==> config.mk <==
export PLATFORM = sky130hd
export DESIGN_NAME = bmpw_ctrl
export DESIGN_NICKNAME = d
export VERILOG_FILES = /design/src/sv/bmpw_pkg.sv /design/src/sv/bmpw_ctrl.sv
export SDC_FILE = /design/constraint.sdc
export NUM_CORES = 1
export LEC_CHECK = 0
export BUFFER_PORTS_ARGS = -buffer_cell sky130_fd_sc_hd__buf_4
export CORE_AREA = 3 3 40 42
export CTS_CLUSTER_DIAMETER = 200
export DETAILED_ROUTE_END_ITERATION = 8
export DIE_AREA = 0 0 43 45
export PLACE_DENSITY = 0.44
export SLEW_MARGIN = 5
export SYNTH_ARGS = -nofsm -noshare
export SYNTH_HDL_FRONTEND = slang
export SYNTH_SLANG_ARGS = --single-unit
==> constraint.sdc <==
create_clock -name clk_i -period 1.5 [get_ports clk_i]
set_input_delay 0.075 -clock clk_i [delete_from_list [all_inputs] [get_ports clk_i]]
set_output_delay 0.075 -clock clk_i [all_outputs]
set_load 0.005 [all_outputs]
==> src/sv/bmpw_pkg.sv <==
// bmpw_pkg: shared types, constants and the header byte table of the 24-bit bmp writer
// used by bmpw_ctrl, bmpw_datapath and rgb_to_bmp24_writer_top; depends on nothing

package bmpw_pkg;

  localparam int DEF_MAX_WIDTH  = 256;
  localparam int DEF_MAX_HEIGHT = 256;

  localparam int CFG_DATA_W = 9;
  localparam int CFG_IDX_W  = 1;

  localparam logic [CFG_IDX_W-1:0] CFG_IMAGE_WIDTH  = 1'd0;
  localparam logic [CFG_IDX_W-1:0] CFG_IMAGE_HEIGHT = 1'd1;

  localparam logic REQ_LOAD = 1'b0;
  localparam logic REQ_EMIT = 1'b1;

  localparam int HDR_BYTES  = 54;
  localparam int INFO_BYTES = 40;
  localparam int BPP        = 24;

  typedef enum logic [1:0] {
    ST_CALC_DIMS,
    ST_CALC_SIZES,
    ST_RUN,
    ST_FETCH
  } state_e;

  typedef struct packed {
    logic cfg_we;
    logic calc_dims;
    logic calc_sizes;
    logic load_px;
    logic emit;
    logic out_fill;
    logic out_take;
  } cmd_t;

  typedef struct packed {
    logic out_valid;
  } stat_t;

  function automatic logic [7:0] header_byte(logic [5:0] pos, logic [31:0] size,
                                             logic [31:0] w, logic [31:0] h);
    logic [7:0] b;
    b = '0;
    unique case (pos)
      6'd0:    b = 8'h42;
      6'd1:    b = 8'h4D;
      6'd2:    b = size[7:0];
      6'd3:    b = size[15:8];
      6'd4:    b = size[23:16];
      6'd5:    b = size[31:24];
      6'd10:   b = 8'(HDR_BYTES);
      6'd14:   b = 8'(INFO_BYTES);
      6'd18:   b = w[7:0];
      6'd19:   b = w[15:8];
      6'd22:   b = h[7:0];
      6'd23:   b = h[15:8];
      6'd26:   b = 8'd1;
      6'd28:   b = 8'(BPP);
      default: b = '0;
    endcase
    return b;
  endfunction

endpackage

==> src/sv/bmpw_ctrl.sv <==
// bmpw_ctrl: state machine sequencing setup, pixel loads and byte fetches
// depends on bmpw_pkg (state_e, cmd_t, stat_t, request codes)

module bmpw_ctrl (
  input  logic           clk_i,
  input  logic           rst_ni,
  input  logic           in_valid_i,
  input  logic           req_type_i,
  input  logic           cfg_valid_i,
  input  logic           out_ready_i,
  input  bmpw_pkg::stat_t stat_i,
  output logic           in_ready_o,
  output logic           cfg_ready_o,
  output bmpw_pkg::cmd_t cmd_o
);

  bmpw_pkg::state_e state_q, state_d;
  logic             in_acc;

  always_ff @(posedge clk_i or negedge rst_ni) begin
    if (!rst_ni) begin
      state_q <= bmpw_pkg::ST_CALC_DIMS;
    end else begin
      state_q <= state_d;
    end
  end

  always_comb begin
    state_d     = state_q;
    cmd_o       = '0;
    in_ready_o  = 1'b0;
    cfg_ready_o = 1'b1;
    in_acc      = 1'b0;
    cmd_o.out_take = stat_i.out_valid && out_ready_i;
    unique case (state_q)
      bmpw_pkg::ST_CALC_DIMS: begin
        cmd_o.calc_dims = 1'b1;
        state_d = bmpw_pkg::ST_CALC_SIZES;
      end
      bmpw_pkg::ST_CALC_SIZES: begin
        cmd_o.calc_sizes = 1'b1;
        state_d = bmpw_pkg::ST_RUN;
      end
      bmpw_pkg::ST_RUN: begin
        in_ready_o = !stat_i.out_valid || out_ready_i;
        in_acc     = in_valid_i && in_ready_o;
        if (in_acc) begin
          if (req_type_i == bmpw_pkg::REQ_EMIT) begin
            cmd_o.emit = 1'b1;
            state_d = bmpw_pkg::ST_FETCH;
          end else begin
            cmd_o.load_px = 1'b1;
          end
        end
      end
      bmpw_pkg::ST_FETCH: begin
        cmd_o.out_fill = 1'b1;
        state_d = bmpw_pkg::ST_RUN;
      end
      default: begin
        state_d = bmpw_pkg::ST_CALC_DIMS;
      end
    endcase
    if (cfg_valid_i) begin
      cmd_o.cfg_we = 1'b1;
      state_d = bmpw_pkg::ST_CALC_DIMS;
    end
  end

endmodule

# After elaboration in Yosys (flattened, before gate mapping)
# Cells that the tools add are included.
# classes
n_eq_ne,5
muxes,13
n_reduce_logical,7
# op_table
cell,n
$mux W2,5
$mux W1,7
$ne A3 B3 Y1 const B,2
$pmux W2 S3,1
$eq A2 B2 Y1 const B,2
$eq A2 B1 Y1 const B,1
$logic_and A1 B1 Y1,2
$logic_not A2 Y1,1
$reduce_and A2 Y1,1
$reduce_or A2 Y1,1
$logic_not A1 Y1,1
$logic_or A1 B1 Y1,1
# word_totals
reg_bits,2
output_inout_bits,9

# Longest topological paths before layout
# depth
word_depth,6
mapped_depth,3
ltp_nobuf,3

# Worst setup path after synthesis
# OpenSTA, ideal clock, no wires.
# synth_timing
kind,reg-to-output
startpoint,register state_q[0]
endpoint,output port cmd_o[3] in the netlist's numbering
t_arrival_ns,0.808
t_required_ns,1.425
setup_slack_ns,0.617
path_stages_with_launch,4
path_buffers,0
cell_sequence,dfrtp_1 -> nand2b_4 -> nor2b_4 -> and3b_1
# synth_lines
element,line,text
"start, declared",bmpw_ctrl.sv:17,"bmpw_pkg::state_e state_q, state_d;"
"start signal, assigned",bmpw_ctrl.sv:22,state_q <= bmpw_pkg::ST_CALC_DIMS;
"start signal, assigned",bmpw_ctrl.sv:24,state_q <= state_d;
"end, declared",bmpw_ctrl.sv:14,output bmpw_pkg::cmd_t cmd_o

==> summary.txt <==
Detailed routing
  – Antenna Nets Post-Route: 0
  – DR vias: between 150 and 200
  – Starting DRT DRC Count: 0
  – Drt pass-1 iters: 1
  – # DRC: 0
  – Post-Route WL: about 480 µm
  – Avg WL per Cell: approximately 10 µm
  – DR vias/cell: around 3.4

Die
  – Die Y: roughly 45 µm
  – Initial core utilization: 0.121
  – FP Rows: 13
  – Die Width: 43 µm
  – CORE AREA: approximately 1300 µm²
  – IO Count: 16
  – Area of the die: between 1500 and 2000 µm²

Cells and area
  – Max reg flops: 2
  – Layout Nets: 42
  – Seq. cell area: ~50 µm²
  – Top Registers: state_q: 2 flops
  – Final instance area: roughly 300 µm²
  – Share of cells above drive strength 1: 0.606
  – Multi-input gate area: about 90 µm²
  – N_diodes: 0
  – Area Growth Syn to Fin: 91.1%
  – Largest Register: state_q
  – Final core occ: 0.231
  – Final Non-Filler Cells: between 40 and 50
  – Fillers: ~150

Yosys
  – Synth Area in XOR/XNOR: 0
  – Unique masters post-synth: 13
  – Ys flop type: dfrtp_1
  – Post-synth top area share: 0.323
  – Mapped Area: 155 µm²
  – Cells after synthesis: 17
  – Multiplexer share of the synthesized area: 0
  – Post-synth EDFFs: 0
  – Top cells by area, synth: dfrtp_1 (32%), buf_4 (9.7%), nand2b_4 (8.9%), nor2b_4 (8.9%), nor2_1 (7.3%)
  – Synth Warn #: 0
  – Adder-cell share of the synthesized area: 0
  – Post-synthesis sequential area ratio: 0.323
  – Main combinational cell family by area after synthesis: simple AND/OR/NAND/NOR gates
  – Count leader, synth: nor2_1
  – Async SR Flop Fraction: 1.00
  – Largest area contributor in the netlist: dfrtp_1
  – Synth Area per Inst: between 9 and 10 µm²
  – Simple-Gate Fraction of Synth Area: 0.508
  – Syn Nets: 24
  – Complex-gate fraction of the synthesized area: 0.0484
  – Synth top cells by count: nor2_1 (3), buf_4 (2), dfrtp_1 (2)
  – Seq cells post-synth: 2

Worst setup path
  – CP required: ~1400 ps
  – Setup crit start kind: flip-flop
  – CP endpoint kind: primary output
  – Kind of critical path: flip-flop to primary output
  – Worst r2r src: state_q[1]
  – FF-to-FF setup slack: roughly 730 ps
  – Critical R2R Capture: state_q[1]
  – Worst-path fanout max: 5
  – Arrival @ worst endpoint: between 1000 and 1500 ps
  – Worst-case reg-to-reg path depth: 2

CTS
  – CTS H-tree lvls: 1
  – Root Driver: clkbuf_4
  – Clock Latency Late Sink: 220 ps
  – CTS Sinks: 2
  – CTS clk-pin slew, worst paths: around 30 ps
  – Clock Path Buffers: 2
  – CTS buffer count: 3
  – CTS tree: yes
  – Setup Fix Bufs, Post-CTS: 0

GRT
  – GRT Residual Overflow: 0
  – Largest net degree at the start of global routing: 6
  – Total track usage: 0.0657
  – First-pass GRT wire length: approximately 830 µm
  – Vias in the first global route: approximately 180
  – Initial antenna violation count: 0

Power
  – Static Leak: around 0.00016 µW
  – Final Power: between 200 and 250 µW
  – Max IR drop VDD: around 240 µV
  – Power per cell area: between 800 and 900 nW/µm²

Timing
  – RSZ-0062 raised after global routing: false
  – Max Freq: about 820 MHz
  – Setup TNS: 0 ps
  – Hold Fails Final Rpt: 0
  – Final setup viols: 0
  – Final Cycle Share: 0.814
  – Final slew viol count: 0
  – Clock Skew: 0.696 ps
  – Final Critical Period: approximately 1200 ps

Hold path
  – Hold path startpoint: cfg_valid_i
  – Hold Path Depth: 2
  – Sink of the worst hold path: state_q[1]
  – Hold Path Class: primary input to flip-flop

Status
  – Outcome: completed

Place
  – Routability cong.: approximately 0.73
  – Hpwl dp: approximately 420 µm
  – IO buf count: 14
  – DP Cell Count: between 40 and 50
  – Placed Area: ~260 µm²

Job
  – Max Cap Viol: 0
power by group:
part	internal [µW]	switching, µW
registers	59.8	7.58
clock network	87.9	26.8
logic	42.6	22.8
how the worst max path moves through the flow:
stage / end / slack, ps / cells after the start / startpoint
after floorplan: cmd_o[3] / 620 / 3 / state_q[0]
after global placement: cmd_o[3] / 520 / 4 / state_q[0]
after detailed placement: cmd_o[3] / 500 / 4 / state_q[0]
after CTS: cmd_o[3] / 270 / 4 / state_q[0]
after global routing: cmd_o[3] / 210 / 4 / state_q[0]
final: cmd_o[3] / 280 / 4 / state_q[0]
per-stage QoR:
stage,hold slack [ps],setup WS (ps)
6_report,25.0,279
5_1_grt,25.0,212
4_1_cts,19.2,270
3_5_place_dp,-140,504
3_3_place_gp,-140,521
2_1_floorplan,-221,617
final cells by class:
class	count	share of cell area
clock buffer	3	0.0759
multi-input combinational	13	0.304
sequential	2	0.169
tap	15	0.0633
timing repair buffer	15	0.388
worst max-delay path, stage by stage, from the launching register on:
cell	delay [ps]
dfrtp_1	400
nand2b_4	170
nor2b_4	110
and3b_1	150
buf_4	100
layer usage:
metal  track usage  up-vias  wire (µm)  share of wire
met5             0        -          0              0
met4        0.0723        0         11          0.023
met3        0.0398        2         61           0.13
met2        0.0719       14        154           0.32
met1        0.0791       60        256           0.53
li1              -       86          -              -
cell families (layout without fill, tap and decap cells):
kind of cell | after synthesis | in the layout
DFF | 2 | 2
and+or+nand+nor | 11 | 11
AOI/OAI and AO/OA | 1 | 1
buffers and inverters | 2 | 18
other | 1 | 1
timing repair:
action / in CTS / in global routing
hold buffers: 1 / 0
endpoints found under the hold margin: 2 / 0
gates resized for setup: 0 / 0
layout by cell type, fill, tap and decap left out:
cell	n
a211oi_1	1
and2_1	1
and2_2	1
and3b_1	1
buf_4	14
clkbuf_4	3
conb_1	1
dfrtp_1	2
dlygate4sd3_1	1
nand2b_1	1
nand2b_4	1
nand3_1	1
nor2_1	3
nor2b_1	1
nor2b_4	1
Power figures use the tool's default switching activity.
